## config.mk

```make
export PLATFORM = sky130hd
export DESIGN_NAME = moesi_coherence_controller
export DESIGN_NICKNAME = d
export VERILOG_FILES = /design/src/mcc_pkg.sv /design/src/mcc_status_ram.sv /design/src/mcc_cfg_regs.sv /design/src/mcc_step.sv /design/src/moesi_coherence_controller.sv
export SDC_FILE = /design/constraint.sdc
export NUM_CORES = 2
export LEC_CHECK = 0
export BUFFER_PORTS_ARGS = -buffer_cell sky130_fd_sc_hd__clkbuf_2
export CORE_MARGIN = 10
export CORE_UTILIZATION = 46
export DETAILED_ROUTE_END_ITERATION = 12
export GPL_TIMING_DRIVEN = 0
export RECOVER_POWER = 100
export SLEW_MARGIN = 10
export SYNTH_ARGS = -nofsm -noshare
export SYNTH_HDL_FRONTEND = slang
export SYNTH_SLANG_ARGS = --single-unit
```

## constraint.sdc

```tcl
create_clock -name clk -period 16.9 [get_ports clk]
set_input_delay 3.38 -clock clk [delete_from_list [all_inputs] [get_ports clk]]
set_output_delay 3.38 -clock clk [all_outputs]
set_load 0.01 [all_outputs]
```

## src/mcc_pkg.sv

```systemverilog
// Shared types, codes and constants of the MOESI coherence controller.
// Used by every module of the block; depends on nothing.
`timescale 1ns / 1ps

package mcc_pkg;

  localparam int LINES     = 256;
  localparam int MAX_CORES = 16;
  localparam int IDX_W     = $clog2(LINES);
  localparam int WORDS_W   = 7;
  localparam int CORES_W   = 5;
  localparam int LEFT_W    = 8;
  localparam int WORDS_MAX = 64;

  localparam logic [2:0] ST_M = 3'd0;
  localparam logic [2:0] ST_O = 3'd1;
  localparam logic [2:0] ST_E = 3'd2;
  localparam logic [2:0] ST_S = 3'd3;
  localparam logic [2:0] ST_I = 3'd4;

  localparam logic [2:0] K_RD_MISS = 3'd0;
  localparam logic [2:0] K_WR_MISS = 3'd1;
  localparam logic [2:0] K_RD_HIT  = 3'd2;
  localparam logic [2:0] K_WR_HIT  = 3'd3;
  localparam logic [2:0] K_SNOOP   = 3'd4;

  localparam logic [1:0] SN_BUSRD  = 2'd0;
  localparam logic [1:0] SN_BUSRDX = 2'd1;
  localparam logic [1:0] SN_BUSINV = 2'd2;

  localparam logic [1:0] BR_NONE  = 2'd0;
  localparam logic [1:0] BR_BUSRD = 2'd1;
  localparam logic [1:0] BR_RDX   = 2'd2;
  localparam logic [1:0] BR_INV   = 2'd3;

  localparam logic REG_WORDS = 1'b0;
  localparam logic REG_CORES = 1'b1;

  typedef struct packed {
    logic [WORDS_W-1:0] words;
    logic [CORES_W-1:0] cores;
  } cfg_t;

  typedef struct packed {
    logic [2:0]       kind;
    logic [IDX_W-1:0] idx;
    logic             granted;
    logic             wb_done;
    logic             rd_done;
    logic             p_wait;
    logic             p_pres;
    logic [1:0]       stype;
    logic             s_hit;
  } item_t;

  typedef struct packed {
    logic              flushed;
    logic              pvalid;
    logic [1:0]        ptype;
    logic [IDX_W-1:0]  pline;
    logic [LEFT_W-1:0] left;
  } ctl_t;

  typedef struct packed {
    logic       done_res;
    logic [1:0] bus_request;
    logic       bus_release;
    logic [2:0] new_status;
    logic       wrote_back;
    logic       fault;
    logic       resp_present;
    logic       resp_wait;
    logic       resp_completed;
  } res_t;

endpackage

```

## src/mcc_status_ram.sv

```systemverilog
// Line status memory: one status per line, registered read, valid bit per line.
// A line never written reads as invalid. Depends on mcc_pkg.
`timescale 1ns / 1ps

module mcc_status_ram (
  input  logic                     clk,
  input  logic                     rst_n,
  input  logic                     rd_en,
  input  logic [mcc_pkg::IDX_W-1:0] rd_addr,
  output logic [2:0]               rd_data,
  input  logic                     wr_en,
  input  logic [mcc_pkg::IDX_W-1:0] wr_addr,
  input  logic [2:0]               wr_data
);

  logic [2:0]               mem [mcc_pkg::LINES];
  logic [mcc_pkg::LINES-1:0] vld_r;
  logic [2:0]               rd_data_r;
  logic                     rd_vld_r;

  always_ff @(posedge clk) begin
    if (wr_en) begin
      mem[wr_addr] <= wr_data;
    end
    if (rd_en) begin
      rd_data_r <= mem[rd_addr];
    end
  end

  always_ff @(posedge clk) begin
    if (!rst_n) begin
      vld_r    <= '0;
      rd_vld_r <= 1'b0;
    end else begin
      if (wr_en) begin
        vld_r[wr_addr] <= 1'b1;
      end
      if (rd_en) begin
        rd_vld_r <= vld_r[rd_addr];
      end
    end
  end

  assign rd_data = rd_vld_r ? rd_data_r : mcc_pkg::ST_I;

endmodule

```

## src/mcc_cfg_regs.sv

```systemverilog
// APB-style configuration registers: words per line and core count.
// Depends on mcc_pkg.
`timescale 1ns / 1ps

module mcc_cfg_regs (
  input  logic          clk,
  input  logic          rst_n,
  input  logic          psel,
  input  logic          penable,
  input  logic          pwrite,
  input  logic [2:0]    paddr,
  input  logic [31:0]   pwdata,
  output logic [31:0]   prdata,
  output logic          pready,
  output mcc_pkg::cfg_t cfg
);

  logic [mcc_pkg::WORDS_W-1:0] words_r;
  logic [mcc_pkg::CORES_W-1:0] cores_r;
  logic                        wr_en;

  assign wr_en  = psel && penable && pwrite;
  assign pready = 1'b1;

  always_ff @(posedge clk) begin
    if (!rst_n) begin
      words_r <= mcc_pkg::WORDS_W'(8);
      cores_r <= mcc_pkg::CORES_W'(4);
    end else if (wr_en) begin
      unique case (paddr[2])
        mcc_pkg::REG_WORDS: words_r <= pwdata[mcc_pkg::WORDS_W-1:0];
        mcc_pkg::REG_CORES: cores_r <= pwdata[mcc_pkg::CORES_W-1:0];
        default: ;
      endcase
    end
  end

  always_comb begin
    unique case (paddr[2])
      mcc_pkg::REG_WORDS: prdata = {{(32-mcc_pkg::WORDS_W){1'b0}}, words_r};
      mcc_pkg::REG_CORES: prdata = {{(32-mcc_pkg::CORES_W){1'b0}}, cores_r};
      default:            prdata = '0;
    endcase
  end

  assign cfg.words = words_r;
  assign cfg.cores = cores_r;

endmodule

```

## src/mcc_step.sv

```systemverilog
// MOESI transition logic for one item: takes the read line status and the
// control state, gives the result, the status write and the next control state.
// Depends on mcc_pkg.
`timescale 1ns / 1ps

module mcc_step (
  input  mcc_pkg::item_t item,
  input  logic [2:0]     status,
  input  mcc_pkg::ctl_t  ctl,
  input  mcc_pkg::cfg_t  cfg,
  output mcc_pkg::res_t  res,
  output logic           st_we,
  output logic [2:0]     st_data,
  output mcc_pkg::ctl_t  ctl_nxt
);

  logic [mcc_pkg::WORDS_W-1:0] w_clamp;
  logic [mcc_pkg::CORES_W-1:0] c_clamp;
  logic [mcc_pkg::LEFT_W-1:0]  xfer_len;
  logic                        proceed;
  logic                        dirty;

  always_comb begin
    if (cfg.words == '0) begin
      w_clamp = mcc_pkg::WORDS_W'(1);
    end else if (cfg.words > mcc_pkg::WORDS_W'(mcc_pkg::WORDS_MAX)) begin
      w_clamp = mcc_pkg::WORDS_W'(mcc_pkg::WORDS_MAX);
    end else begin
      w_clamp = cfg.words;
    end
    if (cfg.cores == '0) begin
      c_clamp = mcc_pkg::CORES_W'(1);
    end else if (cfg.cores > mcc_pkg::CORES_W'(mcc_pkg::MAX_CORES)) begin
      c_clamp = mcc_pkg::CORES_W'(mcc_pkg::MAX_CORES);
    end else begin
      c_clamp = cfg.cores;
    end
    xfer_len = {w_clamp, 1'b0} - mcc_pkg::LEFT_W'(1);
    if (status == mcc_pkg::ST_S) begin
      xfer_len = xfer_len + mcc_pkg::LEFT_W'(c_clamp) + mcc_pkg::LEFT_W'(1);
    end
  end

  assign dirty = (status == mcc_pkg::ST_M) || (status == mcc_pkg::ST_O);

  always_comb begin
    res     = '0;
    st_we   = 1'b0;
    st_data = status;
    ctl_nxt = ctl;
    proceed = 1'b0;
    case (item.kind)
      mcc_pkg::K_RD_MISS, mcc_pkg::K_WR_MISS: begin
        if (item.granted) begin
          proceed = 1'b1;
          if (dirty && !ctl.flushed) begin
            if (item.wb_done) begin
              ctl_nxt.flushed = 1'b1;
              res.wrote_back  = 1'b1;
            end else begin
              proceed = 1'b0;
            end
          end
          if (proceed) begin
            res.bus_request = (item.kind == mcc_pkg::K_RD_MISS) ?
                              mcc_pkg::BR_BUSRD : mcc_pkg::BR_RDX;
            if (!item.p_wait && (item.p_pres || item.rd_done)) begin
              st_we = 1'b1;
              if (item.kind == mcc_pkg::K_WR_MISS) begin
                st_data = mcc_pkg::ST_M;
              end else begin
                st_data = item.p_pres ? mcc_pkg::ST_S : mcc_pkg::ST_E;
              end
              res.done_res    = 1'b1;
              res.bus_release = 1'b1;
              ctl_nxt.flushed = 1'b0;
            end
          end
        end
      end
      mcc_pkg::K_RD_HIT: begin
        res.done_res = 1'b1;
      end
      mcc_pkg::K_WR_HIT: begin
        if (item.granted) begin
          if (status == mcc_pkg::ST_M || status == mcc_pkg::ST_E) begin
            st_we           = 1'b1;
            st_data         = mcc_pkg::ST_M;
            res.done_res    = 1'b1;
            res.bus_release = 1'b1;
            ctl_nxt.flushed = 1'b0;
          end else if (status == mcc_pkg::ST_S || status == mcc_pkg::ST_O) begin
            res.bus_request = mcc_pkg::BR_INV;
            if (!item.p_wait) begin
              st_we           = 1'b1;
              st_data         = mcc_pkg::ST_M;
              res.done_res    = 1'b1;
              res.bus_release = 1'b1;
              ctl_nxt.flushed = 1'b0;
            end
          end else begin
            res.fault = 1'b1;
          end
        end
      end
      mcc_pkg::K_SNOOP: begin
        if (ctl.pvalid) begin
          res.resp_present = 1'b1;
          if (ctl.left > mcc_pkg::LEFT_W'(1)) begin
            res.resp_wait = 1'b1;
            ctl_nxt.left  = ctl.left - mcc_pkg::LEFT_W'(1);
          end else begin
            res.resp_completed = 1'b1;
            ctl_nxt.pvalid     = 1'b0;
            ctl_nxt.left       = '0;
            st_we              = 1'b1;
            if (ctl.ptype == mcc_pkg::SN_BUSRD) begin
              if (status == mcc_pkg::ST_M) begin
                st_data = mcc_pkg::ST_O;
              end else if (status == mcc_pkg::ST_E) begin
                st_data = mcc_pkg::ST_S;
              end
            end else begin
              st_data = mcc_pkg::ST_I;
            end
          end
        end else if (item.stype == mcc_pkg::SN_BUSINV) begin
          res.resp_present = item.s_hit;
          if (item.s_hit) begin
            st_we   = 1'b1;
            st_data = mcc_pkg::ST_I;
          end
        end else if (item.stype == mcc_pkg::SN_BUSRD ||
                     item.stype == mcc_pkg::SN_BUSRDX) begin
          res.resp_present = item.s_hit;
          res.resp_wait    = item.s_hit;
          if (item.s_hit) begin
            ctl_nxt.pvalid = 1'b1;
            ctl_nxt.ptype  = item.stype;
            ctl_nxt.pline  = item.idx;
            ctl_nxt.left   = xfer_len;
          end else begin
            res.resp_completed = 1'b1;
          end
        end
      end
      default: ;
    endcase
    res.new_status = st_data;
  end

endmodule

```

## src/moesi_coherence_controller.sv

```systemverilog
// Top level of the MOESI coherence controller: handshakes, sequencing,
// control state and output register. Depends on mcc_pkg, mcc_status_ram,
// mcc_cfg_regs and mcc_step.
//
//   channel | direction | handshake          | payload
//   in_     | input     | in_valid/in_stall  | kind, line index, bus/memory/peer/snoop flags
//   out_    | output    | out_valid/out_stall| done, bus request/release, status, answers
//   cfg     | input     | psel/penable/pready| words per line, core count
//
// For each item, the accept edge issues the status memory read; the commit
// edge, when the output is free, writes the status back and loads the output register.
// Reset clears all line valid bits at once, so every line reads invalid; no sweep.
// A stalled output holds the finished item; the next item waits in the
// execute step until the output register frees.
`timescale 1ns / 1ps

module moesi_coherence_controller (
  input  logic        clk,
  input  logic        rst_n,
  input  logic        in_valid,
  output logic        in_stall,
  input  logic [2:0]  in_kind,
  input  logic [7:0]  in_line_index,
  input  logic        in_bus_granted,
  input  logic        in_writeback_done,
  input  logic        in_read_done,
  input  logic        in_peer_waiting,
  input  logic        in_peer_present,
  input  logic [1:0]  in_snoop_type,
  input  logic        in_snoop_hit,
  output logic        out_valid,
  input  logic        out_stall,
  output logic        out_done_res,
  output logic [1:0]  out_bus_request,
  output logic        out_bus_release,
  output logic [2:0]  out_new_status,
  output logic        out_wrote_back,
  output logic        out_fault,
  output logic        out_resp_present,
  output logic        out_resp_wait,
  output logic        out_resp_completed,
  input  logic        psel,
  input  logic        penable,
  input  logic        pwrite,
  input  logic [2:0]  paddr,
  input  logic [31:0] pwdata,
  output logic [31:0] prdata,
  output logic        pready
);

  typedef enum logic [1:0] {
    S_IDLE = 2'b01,
    S_EXEC = 2'b10
  } state_t;

  state_t                    state_r, state_nxt;
  mcc_pkg::item_t            item_r;
  mcc_pkg::item_t            item_in;
  mcc_pkg::ctl_t             ctl_r, ctl_step;
  mcc_pkg::res_t             res_r, res_step;
  mcc_pkg::cfg_t             cfg;
  logic [mcc_pkg::IDX_W-1:0] acted_r, rd_addr;
  logic [2:0]                rd_status;
  logic                      st_we;
  logic [2:0]                st_data;
  logic                      out_valid_r;
  logic                      accept;
  logic                      commit;

  assign in_stall = (state_r != S_IDLE);
  assign accept   = in_valid && !in_stall;
  assign commit   = (state_r == S_EXEC) && (!out_valid_r || !out_stall);

  assign item_in.kind    = in_kind;
  assign item_in.idx     = in_line_index[mcc_pkg::IDX_W-1:0];
  assign item_in.granted = in_bus_granted;
  assign item_in.wb_done = in_writeback_done;
  assign item_in.rd_done = in_read_done;
  assign item_in.p_wait  = in_peer_waiting;
  assign item_in.p_pres  = in_peer_present;
  assign item_in.stype   = in_snoop_type;
  assign item_in.s_hit   = in_snoop_hit;

  assign rd_addr = (in_kind == mcc_pkg::K_SNOOP && ctl_r.pvalid) ? ctl_r.pline : item_in.idx;

  mcc_cfg_regs u_cfg (
    .clk     (clk),
    .rst_n   (rst_n),
    .psel    (psel),
    .penable (penable),
    .pwrite  (pwrite),
    .paddr   (paddr),
    .pwdata  (pwdata),
    .prdata  (prdata),
    .pready  (pready),
    .cfg     (cfg)
  );

  mcc_status_ram u_ram (
    .clk     (clk),
    .rst_n   (rst_n),
    .rd_en   (accept),
    .rd_addr (rd_addr),
    .rd_data (rd_status),
    .wr_en   (commit && st_we),
    .wr_addr (acted_r),
    .wr_data (st_data)
  );

  mcc_step u_step (
    .item    (item_r),
    .status  (rd_status),
    .ctl     (ctl_r),
    .cfg     (cfg),
    .res     (res_step),
    .st_we   (st_we),
    .st_data (st_data),
    .ctl_nxt (ctl_step)
  );

  always_comb begin
    state_nxt = state_r;
    unique case (state_r)
      S_IDLE: if (accept) state_nxt = S_EXEC;
      S_EXEC: if (commit) state_nxt = S_IDLE;
      default: state_nxt = S_IDLE;
    endcase
  end

  always_ff @(posedge clk) begin
    if (!rst_n) begin
      state_r     <= S_IDLE;
      ctl_r       <= '0;
      out_valid_r <= 1'b0;
    end else begin
      state_r <= state_nxt;
      if (commit) begin
        ctl_r       <= ctl_step;
        out_valid_r <= 1'b1;
      end else if (out_valid_r && !out_stall) begin
        out_valid_r <= 1'b0;
      end
    end
  end

  always_ff @(posedge clk) begin
    if (accept) begin
      item_r  <= item_in;
      acted_r <= rd_addr;
    end
    if (commit) begin
      res_r <= res_step;
    end
  end

  assign out_valid          = out_valid_r;
  assign out_done_res       = res_r.done_res;
  assign out_bus_request    = res_r.bus_request;
  assign out_bus_release    = res_r.bus_release;
  assign out_new_status     = res_r.new_status;
  assign out_wrote_back     = res_r.wrote_back;
  assign out_fault          = res_r.fault;
  assign out_resp_present   = res_r.resp_present;
  assign out_resp_wait      = res_r.resp_wait;
  assign out_resp_completed = res_r.resp_completed;

  a_pend_left: assert property (@(posedge clk) disable iff (!rst_n)
    ctl_r.pvalid |-> (ctl_r.left != '0))
    else $error("pending transfer with zero count");

  a_accept_exec: assert property (@(posedge clk) disable iff (!rst_n)
    accept |=> (state_r == S_EXEC))
    else $error("accepted item did not enter execute");

  a_out_from_exec: assert property (@(posedge clk) disable iff (!rst_n)
    $rose(out_valid) |-> $past(state_r == S_EXEC))
    else $error("result shown without an executed item");

  a_release_flush: assert property (@(posedge clk) disable iff (!rst_n)
    (commit && res_step.bus_release) |=> !ctl_r.flushed)
    else $error("flushed mark kept after bus release");

endmodule
```

==> key figures <==
Clocking
  • H-tree levels: 3
  • Clock transition at the registers of the reported paths: 0.06 ns
  • CTS buffer count: 113
  • Worst-Skew Late Latency: 0.72 ns
  • Post-CTS sizing: 0
  • Setup Fix Bufs, Post-CTS: 0
  • CTS max path bufs: 3
  • Root Buffer: clkbuf_16
  • CTS Hold Bufs: 0
  • CTS tree: built
  • Clock sinks: 1102

Power
  • Sw Share: 0.2326
  • VDD IR max: 92.15 uV
  • Combinational power share: 0.063
  • Register share of total power: 0.500
  • Clock power frac: 0.437
  • PwrDens: 115.4 nW/um^2
  • Psw: 1355 uW
  • P_int: 4472 uW
  • Pleak: 0.01696 uW

Setup path
  • Worst-path maximum fanout: 10
  • WP buf/inv: 5
  • Worst path arrival time: 10.04 ns
  • R2r setup slk: 7.54 ns
  • Critical path endpoint category: flop
  • Worst EP required: 17.29 ns
  • CP peak stage delay: 1.22 ns
  • Startpoint types: input port
  • Cell repeated most along the worst path: clkbuf_1
  • Slowest stage cell on the critical path: nor2_1
  • Worst R2R Path Depth: 13
  • Worst r2r dst: u_ram.mem[90][2]$_DFFE_PP_
  • Crit-path cells: clkbuf_1 -> and4bb_1 -> clkbuf_1 -> clkbuf_1 -> mux2i_1 -> inv_1 -> nor2_1 -> clkbuf_1 -> a32oi_1 -> a31oi_1 -> o21ai_0 -> nor4_1 -> a211oi_1 -> a31o_1
  • Reg2reg start: ctl_r[2]$_SDFFE_PN0P_
  • Cell family with most CP delay: buffers and inverters
  • CP Class: in2reg

Global route
  • GRT Max-Usage Layer: met2
  • Grt met1 use: 0.3458
  • GRT overflow: 0
  • Gr usage total: 0.2608
  • Number of global-route vias before repair: 29283
  • M2 GR Usage: 0.4023
  • First-pass GRT wire length: 210200 um
  • Largest net degree at the start of global routing: 40
  • Met3 Usage GRT: 0.06009
  • Initial antenna violation count: 8

Outcome
  • Status: finished, violations left
  • Failing checks: capacitance limit, slew limit

Placement
  • DP HPWL: 105500 um
  • RePlAce Congestion: 0.9616
  • IO Port Bufs: 52
  • Inst Count DP: 4788

Min path
  • Hold endpoint: u_ram.vld_r[239]$_SDFFE_PN0P_
  • Hold crit path type: reg2reg
  • Hold path startpoint: u_ram.vld_r[239]$_SDFFE_PN0P_
  • Hold path depth: 1

Final layout
  • Most common cell after layout, fill and taps aside: edfxtp_1
  • Commonest non-fill, non-tap cells in the layout: edfxtp_1, nand2_1, nor2_1
  • Post-route insts no fill: 5008
  • Area grow syn2layout: 12.93%
  • Layout cells sized above 1: 0.1054
  • Fin nets: 3696

Die
  • Die Y: 331.8 um
  • Row cnt: 114
  • I/O Pins: 108
  • Die Span X: 331.8 um
  • Die area: 110100 um^2
  • Initial Util: 0.4630
  • Core region area: 96570 um^2

STA
  • Slew @ Worst Pin: 2.069 ns
  • Fin crit period: 9.646 ns
  • Crit share post-route: 0.5708
  • Clk_skew: 0.04121 ns
  • Max Slew Vio Count: 391
  • Setup TNS: 0 ns
  • Unrepaired setup endpoints after global routing: false
  • Slew margin rel.: -0.3940
  • Setup violators final: 0
  • F_max: 0.1037 GHz
  • Final hold vios: 0

Logic synthesis
  • Top cells by area, synth: edfxtp_1, dfxtp_1, mux2i_1
  • Post-Syn Area: 44710 um^2
  • Post-synth top area share: 0.5440
  • Post-synth EDFFs: 810
  • Synth unique cells: 73
  • Sequential share of the synthesized area: 0.6748
  • Flops & latches, synth: 1102
  • Count of warnings emitted by yosys: 0
  • Avg Cell Area, Syn: 13.12 um^2
  • Ys async rst share: 0
  • Post-Synthesis Cells: 3407
  • Largest area contributor in the netlist: edfxtp_1
  • Top_reg_cell synth: edfxtp_1

Drt
  • Residual DRC: 0
  • Via count: 30665
  • Detailed Routing Iterations Pass 1: 6
  • Routed wire length: 148500 um
  • Final ANT Viol Nets: 0
  • Mean routed wirelength per cell: 29.65 um
  • DRT iter0 DRCs: 4119
  • Vias per cell: 6.123

Flow run
  • Number of max-cap violations: 13
## metal layers
metal / vias up / share of wire
met2: 1781 / 0.45
li1: 13107 / -
met3: 408 / 0.11
met4: 4 / 0.055
met1: 15365 / 0.39
met5: - / 0.00018
## layout make-up
type | instances | area (um^2)
clock inverter | 47 | 425.4
multi-input combinational | 2057 | 13230
tap | 1276 | 1597
sequential | 1102 | 30170
fill | 8286 | 46070
antenna | 4 | 10.01
clock buffer | 169 | 3374
buffer | 251 | 1257
timing repair buffer | 81 | 350.3
inverter | 21 | 81.33
## flip-flops by register name, indices dropped and copies added, names as in the netlist, 5 cells and up
register	flops
u_ram.mem	768
u_ram.vld_r	256
ctl_r	20
item_r	19
acted_r	8
u_cfg.words_r	7
u_cfg.cores_r	5
## cell usage after synthesis, types with 4 or more instances
master      n
edfxtp_1  810
nand2_1   467
nor2_1    306
dfxtp_1   292
o21a_1    260
nand3_1   221
mux2i_1   197
clkbuf_1  139
a21oi_1    79
mux4_2     77
buf_4      47
buf_2      42
o21ai_0    35
a31oi_1    34
nor2b_1    31
nor3_1     31
o22ai_1    29
a22oi_1    28
o221ai_1   28
nand4_1    27
inv_1      18
a32oi_1    15
nand2b_1   13
buf_6      12
a211oi_1   11
a21boi_0   11
buf_1      10
mux2_2     10
o211ai_1   10
a221oi_1    9
and3_1      9
ha_1        8
nor4_1      7
a22o_1      5
mux2i_4     4
nor3b_1     4
o31ai_1     4
or4_1       4
## worst register-to-register path, delay by kind of cell, from the launching register on
kind	cells	cell delay (ns)
buf+inv	6	5.65
simple gates	4	1.72
flops	1	0.37
compound gates	3	1.18
## per-stage QoR
step | setup WS (ns) | hold WS, ns | instance area [um^2] | power [uW] | util
4_1_cts | 8.993 | 0.4624 | 51160 | 5843 | 0.5298
2_1_floorplan | 3.391 | 0.4352 | 44800 | 3182 | -
6_report | 7.254 | 0.4607 | 50490 | 5827 | 0.5229
3_5_place_dp | 8.293 | 0.4478 | 47360 | 3345 | 0.4904
3_3_place_gp | -10.86 | 0.4417 | 46660 | 3369 | 0.4832
5_1_grt | 7.196 | 0.4675 | 50480 | 5952 | 0.5228
## how the worst max path moves through the flow
stage | startpoint | slack, ns | cells after the start | to
6_report | in_kind[0] | 7.25 | 14 | u_ram.rd_data_r[2]$_DFFE_PP_
2_1_floorplan | ctl_r[0]$_SDFFE_PN0P_ | 3.39 | 8 | out_new_status[0]$_DFFE_PP_
3_3_place_gp | ctl_r[0]$_SDFFE_PN0P_ | -10.86 | 8 | u_ram.mem[104][0]$_DFFE_PP_
4_1_cts | in_kind[0] | 8.99 | 12 | u_ram.rd_data_r[1]$_DFFE_PP_
3_5_place_dp | in_kind[0] | 8.29 | 12 | u_ram.rd_data_r[1]$_DFFE_PP_
5_1_grt | ctl_r[2]$_SDFFE_PN0P_ | 7.20 | 13 | u_ram.mem[94][2]$_DFFE_PP_
## power groups by stage
stage	registers, uW	logic [uW]	clock network (uW)
after global placement	3020	351	0
after global routing	2910	377	2660
after CTS	2910	376	2560
final	2920	368	2540
after detailed placement	2970	374	0
after floorplan	2990	192	0
## kinds of logic after synthesis
family	count (synthesis)	synth area share
other	2	0.0001680
AOI/OAI and AO/OA	592	0.09381
DFF	1102	0.6748
muxes	289	0.08773
buffers and inverters	272	0.03028
adders and majority gates	8	0.002239
and+or+nand+nor	1138	0.1102
xor gates and xnor gates	4	0.0007837
Note: power is estimated with default switching activity, not from simulation.
